===== src/sv/mwie_pkg.sv =====
// ----------------------------------------------------------------------------
// mwie_pkg
// Shared types and constants for the mnemonic word index encoder.
// ----------------------------------------------------------------------------
package mwie_pkg;

	localparam int CHUNK_W    = 32;              // seed chunk width
	localparam int LEN_W      = 17;              // word list length register
	localparam int WPC_W      = 4;               // words per chunk register
	localparam int IDX_W      = 16;              // word index width
	localparam int MAX_WORDS  = 8;
	localparam int WORD_W     = $clog2(MAX_WORDS);
	localparam int BITS_STEP  = 2;               // quotient bits per divide cycle
	localparam int DIV_STEPS  = CHUNK_W / BITS_STEP;
	localparam int STEP_W     = $clog2(DIV_STEPS);
	localparam int ADDR_W     = 3;
	localparam int DATA_W     = 32;

	localparam logic [LEN_W-1:0] LEN_RESET = LEN_W'(1626);
	localparam logic [WPC_W-1:0] WPC_RESET = WPC_W'(3);

	// register index, taken from paddr[2]
	localparam logic REG_LEN = 1'b0;
	localparam logic REG_WPC = 1'b1;

	typedef enum logic [2:0] {
		ST_IDLE = 3'b001,
		ST_DIV  = 3'b010,
		ST_EMIT = 3'b100
	} state_t;

	typedef struct packed {
		logic load;        // take a new chunk
		logic step;        // one radix-4 divide cycle
		logic emit;        // form and present one index
		logic final_word;  // emitted index closes the chunk
	} dp_cmd_t;

endpackage


===== src/sv/mnemonic_word_index_encoder.sv =====
// ----------------------------------------------------------------------------
// mnemonic_word_index_encoder
// Turns 32-bit seed chunks into word-list indices, one to eight per chunk.
// Usage
//   Input: a chunk is taken at the clock edge where start is high and busy
//   low. chunk_word holds four seed bytes assembled little-endian,
//   last_chunk flags the final chunk of the seed.
//   Output: each index beat is shown for exactly one cycle with valid high;
//   the receiver cannot stall. last_of_chunk marks the final index of a
//   chunk, last_of_input the final index of the final chunk.
//   Config: APB, list length at 0x0, word count at 0x4. Write only while
//   busy is low and no result is pending.
// Sequence
//   Each word is divided by the list length, two quotient bits a cycle,
//   then emitted; the index beat is registered from the emit state. busy
//   stays high until the final word of the chunk is emitted, so a new chunk
//   is not taken before the last one is through.
// Reset: clears the sequencer and valid, loads length 1626 and three words.
// ----------------------------------------------------------------------------
module mnemonic_word_index_encoder
	import mwie_pkg::*;
(
	input  logic               clk,
	input  logic               arst_n,
	// command channel
	input  logic               start,
	output logic               busy,
	input  logic [CHUNK_W-1:0] chunk_word,
	input  logic               last_chunk,
	// result beats
	output logic               valid,
	output logic [IDX_W-1:0]   word_index,
	output logic               last_of_chunk,
	output logic               last_of_input,
	// APB configuration
	input  logic               psel,
	input  logic               penable,
	input  logic               pwrite,
	input  logic [ADDR_W-1:0]  paddr,
	input  logic [DATA_W-1:0]  pwdata,
	output logic [DATA_W-1:0]  prdata,
	output logic               pready
);

	logic [LEN_W-1:0] list_len;
	logic [WPC_W-1:0] chunk_words;
	dp_cmd_t          cmd;

	mwie_regs u_regs (
		.clk         (clk),
		.arst_n      (arst_n),
		.psel        (psel),
		.penable     (penable),
		.pwrite      (pwrite),
		.paddr       (paddr),
		.pwdata      (pwdata),
		.prdata      (prdata),
		.pready      (pready),
		.list_len    (list_len),
		.chunk_words (chunk_words)
	);

	// sequencer: counts divide cycles and words, drives the datapath
	mwie_ctrl u_ctrl (
		.clk         (clk),
		.arst_n      (arst_n),
		.start       (start),
		.chunk_words (chunk_words),
		.busy        (busy),
		.cmd         (cmd)
	);

	// divider, index adder and registered result beat
	mwie_dp u_dp (
		.clk           (clk),
		.arst_n        (arst_n),
		.cmd           (cmd),
		.chunk_word    (chunk_word),
		.last_chunk    (last_chunk),
		.list_len      (list_len),
		.word_index    (word_index),
		.last_of_chunk (last_of_chunk),
		.last_of_input (last_of_input),
		.valid         (valid)
	);

endmodule


===== src/sv/mwie_regs.sv =====
// ----------------------------------------------------------------------------
// mwie_regs
// APB configuration registers: word list length and words per chunk.
// ----------------------------------------------------------------------------
module mwie_regs
	import mwie_pkg::*;
(
	input  logic              clk,
	input  logic              arst_n,
	input  logic              psel,
	input  logic              penable,
	input  logic              pwrite,
	input  logic [ADDR_W-1:0] paddr,
	input  logic [DATA_W-1:0] pwdata,
	output logic [DATA_W-1:0] prdata,
	output logic              pready,
	output logic [LEN_W-1:0]  list_len,
	output logic [WPC_W-1:0]  chunk_words
);

	logic [LEN_W-1:0] len_q;
	logic [WPC_W-1:0] wpc_q;
	logic             wr_en;

	assign pready = 1'b1;
	assign wr_en  = psel & penable & pwrite;

	always_ff @(posedge clk or negedge arst_n) begin
		if (!arst_n) begin
			len_q <= LEN_RESET;
			wpc_q <= WPC_RESET;
		end else if (wr_en) begin
			case (paddr[2])
				REG_LEN: len_q <= pwdata[LEN_W-1:0];
				REG_WPC: wpc_q <= pwdata[WPC_W-1:0];
				default: ;
			endcase
		end
	end

	always_comb begin
		case (paddr[2])
			REG_LEN: prdata = DATA_W'(len_q);
			REG_WPC: prdata = DATA_W'(wpc_q);
			default: prdata = '0;
		endcase
	end

	assign list_len    = len_q;
	assign chunk_words = wpc_q;

endmodule


===== src/sv/mwie_ctrl.sv =====
// ----------------------------------------------------------------------------
// mwie_ctrl
// Sequencer: divide cycles, then an emit cycle, for each word of a chunk.
// ----------------------------------------------------------------------------
module mwie_ctrl
	import mwie_pkg::*;
(
	input  logic             clk,
	input  logic             arst_n,
	input  logic             start,
	input  logic [WPC_W-1:0] chunk_words,
	output logic             busy,
	output dp_cmd_t          cmd
);

	state_t            state_q;
	logic [STEP_W-1:0] step_q;
	logic [WORD_W-1:0] word_q;
	logic [WORD_W-1:0] last_word_q;
	logic [WORD_W-1:0] count_m1;
	logic              final_word;

	// zero words means one, more than the maximum is clipped
	always_comb begin
		if (chunk_words == '0)
			count_m1 = '0;
		else if (chunk_words > WPC_W'(MAX_WORDS))
			count_m1 = WORD_W'(MAX_WORDS - 1);
		else
			count_m1 = WORD_W'(chunk_words - WPC_W'(1));
	end

	assign final_word = (word_q == last_word_q);
	assign busy       = (state_q != ST_IDLE);

	always_comb begin
		cmd            = '0;
		cmd.load       = (state_q == ST_IDLE) && start;
		cmd.step       = (state_q == ST_DIV);
		cmd.emit       = (state_q == ST_EMIT);
		cmd.final_word = final_word;
	end

	always_ff @(posedge clk or negedge arst_n) begin
		if (!arst_n) begin
			state_q     <= ST_IDLE;
			step_q      <= '0;
			word_q      <= '0;
			last_word_q <= '0;
		end else begin
			case (state_q)
				ST_IDLE: begin
					if (start) begin
						step_q      <= '0;
						word_q      <= '0;
						last_word_q <= count_m1;
						state_q     <= ST_DIV;
					end
				end
				ST_DIV: begin
					step_q <= step_q + STEP_W'(1);
					if (step_q == STEP_W'(DIV_STEPS - 1))
						state_q <= ST_EMIT;
				end
				ST_EMIT: begin
					step_q <= '0;
					if (final_word) begin
						state_q <= ST_IDLE;
					end else begin
						word_q  <= word_q + WORD_W'(1);
						state_q <= ST_DIV;
					end
				end
				default: state_q <= ST_IDLE;
			endcase
		end
	end

endmodule


===== src/sv/mwie_dp.sv =====
// ----------------------------------------------------------------------------
// mwie_dp
// Datapath: radix-4 restoring divider by the list length, index adder and
// result register.
// ----------------------------------------------------------------------------
module mwie_dp
	import mwie_pkg::*;
(
	input  logic               clk,
	input  logic               arst_n,
	input  dp_cmd_t            cmd,
	input  logic [CHUNK_W-1:0] chunk_word,
	input  logic               last_chunk,
	input  logic [LEN_W-1:0]   list_len,
	output logic [IDX_W-1:0]   word_index,
	output logic               last_of_chunk,
	output logic               last_of_input,
	output logic               valid
);

	logic [CHUNK_W-1:0] quo_q;   // dividend shifting out, quotient shifting in
	logic [LEN_W-1:0]   rem_q;
	logic [IDX_W-1:0]   prev_q;
	logic [LEN_W-1:0]   len_q;
	logic               last_q;

	logic [IDX_W-1:0]   word_index_q;
	logic               last_of_chunk_q;
	logic               last_of_input_q;
	logic               valid_q;

	logic [LEN_W:0]     r1, r2;
	logic               ge1, ge2;
	logic [LEN_W-1:0]   r1s, r2s;
	logic [LEN_W:0]     sum;
	logic [LEN_W-1:0]   idx_full;

	// two restoring steps per cycle
	always_comb begin
		r1  = {rem_q, quo_q[CHUNK_W-1]};
		ge1 = (r1 >= {1'b0, len_q});
		r1s = ge1 ? LEN_W'(r1 - {1'b0, len_q}) : r1[LEN_W-1:0];
		r2  = {r1s, quo_q[CHUNK_W-2]};
		ge2 = (r2 >= {1'b0, len_q});
		r2s = ge2 ? LEN_W'(r2 - {1'b0, len_q}) : r2[LEN_W-1:0];
	end

	// remainder and previous index are both below the length: one subtract
	always_comb begin
		sum      = {1'b0, rem_q} + (LEN_W + 1)'(prev_q);
		idx_full = (sum >= {1'b0, len_q}) ? LEN_W'(sum - {1'b0, len_q})
		                                  : sum[LEN_W-1:0];
	end

	always_ff @(posedge clk) begin
		if (cmd.load) begin
			quo_q  <= chunk_word;
			rem_q  <= '0;
			prev_q <= '0;
			len_q  <= (list_len == '0) ? LEN_W'(1) : list_len;
			last_q <= last_chunk;
		end else if (cmd.step) begin
			quo_q <= {quo_q[CHUNK_W-3:0], ge1, ge2};
			rem_q <= r2s;
		end else if (cmd.emit) begin
			// quotient stays as the next dividend: floor of floor is floor
			rem_q  <= '0;
			prev_q <= idx_full[IDX_W-1:0];
		end
	end

	always_ff @(posedge clk) begin
		if (cmd.emit) begin
			word_index_q    <= idx_full[IDX_W-1:0];
			last_of_chunk_q <= cmd.final_word;
			last_of_input_q <= cmd.final_word & last_q;
		end
	end

	always_ff @(posedge clk or negedge arst_n) begin
		if (!arst_n)
			valid_q <= 1'b0;
		else
			valid_q <= cmd.emit;
	end

	assign word_index    = word_index_q;
	assign last_of_chunk = last_of_chunk_q;
	assign last_of_input = last_of_input_q;
	assign valid         = valid_q;

endmodule

===== config.mk =====
export PLATFORM = sky130hd
export DESIGN_NAME = mnemonic_word_index_encoder
export DESIGN_NICKNAME = d
export VERILOG_FILES = /design/src/sv/mwie_pkg.sv /design/src/sv/mnemonic_word_index_encoder.sv /design/src/sv/mwie_regs.sv /design/src/sv/mwie_ctrl.sv /design/src/sv/mwie_dp.sv
export SDC_FILE = /design/constraint.sdc
export NUM_CORES = 1
export LEC_CHECK = 0
export BUFFER_PORTS_ARGS = -buffer_cell sky130_fd_sc_hd__buf_4
export CORE_MARGIN = 4
export CORE_UTILIZATION = 60
export CTS_CLUSTER_DIAMETER = 30
export DETAILED_ROUTE_END_ITERATION = 8
export PLACE_DENSITY = 0.86
export SLEW_MARGIN = 0
export SYNTH_ARGS = -nofsm -noshare
export SYNTH_HDL_FRONTEND = slang
export SYNTH_SLANG_ARGS = --single-unit

===== constraint.sdc =====
create_clock -name clk -period 12.48 [get_ports clk]
set_clock_uncertainty 0.1 [all_clocks]
set_input_delay 0.624 -clock clk [delete_from_list [all_inputs] [get_ports clk]]
set_output_delay 0.624 -clock clk [all_outputs]
set_load 0.02 [all_outputs]

==> results.ini <==
[global_route]
grt_remaining_overflow = 0
antenna_found_initial = 0
first_global_vias = 7807
grt_pass1_wl_um = 38400
grt_start_max_net_pins = 59
track_usage_pct = 26.8

[timing]
tightest_slew_ns = 0.997
slew_headroom_pct = 33.5
setup_viol = 0
fmax_mhz = 168
setup_slack_ns = 6.52
rsz0062_at_grt = false
period_share_pct = 47.8
slew_violations = 0
timing.setup.tns_ns = 0
fin_crit_ns = 5.96
hold_viol = 0

[power]
leakage_nw = 4.84
internal-power_w = 0.00115
p_switching_w = 0.000680
clockPowerShare_pct = 27.2
power_frac_seq_pct = 36.0
ir_drop_mv = 0.140
combPwrFrac_pct = 36.9
switching_share_pct = 37.2
p_per_area_nw_per_um2 = 171

[yosys]
synth_top_family_by_area = simple AND/OR/NAND/NOR gates
synth.area.mux_share_pct = 6.27
syn_area_um2 = 9400
yosys.area.top_type_share_pct = 21.7
synth_edf_count = 68
yosys-top-cells-area = edfxtp_1 (22%), ha_1 (9.3%), dfxtp_1 (7.0%)
synth_area_per_cell_um2 = 9.14
synth_top_area_cell = edfxtp_1
synthAdderAreaFrac_pct = 10.2
yosys_warnings = 0
synth-compound-area-share_pct = 17.4
ys.flop_type = edfxtp_1
synth_seq_cells = 136
synth-xor-area-share_pct = 4.28
synth_cells = 1029
synth-simple-area-share_pct = 18.2
async_flop_share_pct = 25.7
ys_types = 73
seq_area_frac_synth_pct = 38.2

[job]
maxCapViolCount = 0

[clocking]
cts_tree = built
clock-root-buffer = clkbuf_16
cts_max_level = 4
max-clock-path-buffers = 2
cts_setup_buffers = 0
cts_resized = 0
cts.sinks = 136
hold_buffers = 0
clkTransAtPathRegs_ns = 0.06
clk_latency_ns = 0.43
numCtsBuffers = 17

[setup_path]
cp_max_fo = 24
arrival_ns = 6.02
crit_start = u_dp.quo_q[31]$_DFFE_PP_
r2r-start = u_dp.quo_q[31]$_DFFE_PP_
reg2reg_slack_ns = 6.52
cp.required_ns = 12.54
cp-endpoint = u_dp.quo_q[0]$_DFFE_PP_
reg2reg_depth = 22
start_kind = flip-flop
end_kind = flip-flop
reg2reg_to = u_dp.quo_q[0]$_DFFE_PP_
crit_type = reg -> reg

[detailed_routing]
dr_total_vias = 8088
drc_errors = 0
routedWlPerCell_um = 18.2
initialDrtViolationCount = 843
viasPerCell = 6.16
dr.pass1.iters = 6
detail-route-antenna-nets = 0
drt_wl_total_um = 23900

[outcome]
outcome = complete, no violations

[floorplan]
rows = 45
die_area_um2 = 17700
start_util_pct = 61.6
die_h_um = 133
placeableCoreArea_um2 = 15300
die_w_um = 133
io_pins = 127

[placement]
dp_slack_ns = 6.65
port_buffers = 93
dp_hpwl_um = 17300
gp_congestion = 0.955

[finish]
area_growth_pct = 13.5
drive_above_1_share_pct = 18.6
fill_cells = 1126
final_common_cell = nand2_1
antenna_cells = 0
fin_nets = 1238
layout_common_cells = nand2_1 (135), buf_4 (98), nor2_1 (83)

[hold_path]
min_path_type = in -> async

==> synth_stat cells, types with 7 or more instances <==
master / count
a211oi_1: 7
a21o_1: 15
a21oi_1: 63
a31oi_1: 10
and2_1: 9
and3_1: 7
buf_4: 17
clkbuf_1: 46
dfrtp_1: 26
dfstp_2: 9
dfxtp_1: 33
edfxtp_1: 68
ha_1: 70
inv_1: 43
mux2_2: 47
nand2_1: 135
nand2b_1: 10
nand3_1: 16
nand4_1: 18
nor2_1: 83
nor2b_1: 22
nor3_1: 23
nor4_1: 9
o211ai_1: 13
o21a_1: 13
o21ai_0: 54
o311ai_0: 7
o31ai_1: 10
or3_1: 7
xnor2_1: 29
xor2_1: 17
==> logic make-up (layout without fill, tap and decap cells) <==
logic type,after synthesis,after routing
and+or+nand+nor,361,361
muxes,52,52
xor gates and xnor gates,46,46
adders and majority gates,74,74
AOI/OAI and AO/OA,245,245
DFF,136,136
other,2,16
buffers and inverters,113,173
==> metrics by stage <==
| stage | instances | total power, W | area, um2 | hold WS (ns) | utilization [%] |
|---|---|---|---|---|---|
| after global placement | 1282 | 0.00129 | 10100 | 0.348 | 66.2 |
| final | 1314 | 0.00183 | 10700 | 0.0383 | 70.0 |
| after floorplan | 1043 | 0.00115 | 9460 | 0.228 | - |
| after global routing | 1314 | 0.00192 | 10700 | 0.0577 | 70.0 |
| after CTS | 1314 | 0.00182 | 10700 | 0.0456 | 70.0 |
| after detailed placement | 1282 | 0.00132 | 10100 | 0.357 | 66.2 |
==> power groups by stage <==
stage	clock network (W)	registers, W	logic, W
floorplan	0	0.000646	0.000506
global placement	0	0.000659	0.000635
detailed placement	0	0.000665	0.000654
CTS	0.000499	0.000657	0.000664
global route	0.000516	0.000666	0.000742
finish	0.000497	0.000658	0.000674
==> final cells by class <==
cell class                      count  area [um2]  share of cell area [%]
Clock buffer                       20         457                    4.28
Multi-Input combinational cell    794        5350                    50.1
Timing Repair Buffer               98         736                    6.89
Inverter                           43         161                    1.51
Clock inverter                     12         118                    1.10
Sequential cell                   136        3590                    33.6
Tap cell                          211         264                    2.47
==> critical path, cell delays in order, from the launching register on <==
cell and delay, ns:
edfxtp_1 0.45, inv_1 0.09, ha_1 0.16, inv_1 0.06
fa_1 0.45, a211oi_4 0.26, o21ai_2 0.12, a21o_1 0.22
a211oi_4 0.35, o21ai_2 0.14, and2_4 0.25, mux2_4 0.34
ha_1 0.35, nor2b_1 0.16, o21ai_0 0.28, a21oi_1 0.17
o31ai_1 0.39, a21oi_1 0.21, nor2_1 0.19, a22oi_1 0.09
buf_4 0.20, nor3_2 0.53, a21oi_1 0.14
==> how the worst min path moves through the flow <==
stage / startpoint / to / slack (ns) / cells past startpoint
6_report: arst_n / u_regs.list_len[8]$_DFFE_PN0P_ / 0.04 / 1
5_1_grt: arst_n / u_regs.list_len[0]$_DFFE_PN0P_ / 0.06 / 1
4_1_cts: arst_n / u_regs.chunk_words[3]$_DFFE_PN0P_ / 0.05 / 1
3_5_place_dp: u_dp.prev_q[0]$_SDFFE_PP0P_ / u_dp.prev_q[0]$_SDFFE_PP0P_ / 0.36 / 2
3_3_place_gp: u_dp.prev_q[0]$_SDFFE_PP0P_ / u_dp.prev_q[0]$_SDFFE_PP0P_ / 0.35 / 2
2_1_floorplan: arst_n / u_ctrl.last_word_q[0]$_DFFE_PN0P_ / 0.23 / 0
==> flip-flops by register name (all words and copies together) (netlist names) <==
register            cells
u_ctrl.step_q           4
u_dp.len_q             17
u_dp.prev_q            16
u_dp.last_q             1
u_regs.list_len        17
u_dp.quo_q             32
u_regs.chunk_words      4
u_ctrl.last_word_q      3
u_dp.last_of_input      1
u_dp.word_index        16
u_ctrl.word_q           3
u_dp.rem_q             17
u_ctrl.state_q          3
u_dp.last_of_chunk      1
u_dp.valid              1
==> per-layer routing <==
metal | track usage, % | wire length, um | vias to the layer above
met5 | 0 | 0 | -
met4 | 8.46 | 544 | 0
met3 | 5.48 | 1980 | 56
met2 | 45.0 | 11500 | 374
met1 | 35.0 | 9850 | 3829
li1 | - | - | 3829
No activity file was read; power rests on OpenSTA's default activity.
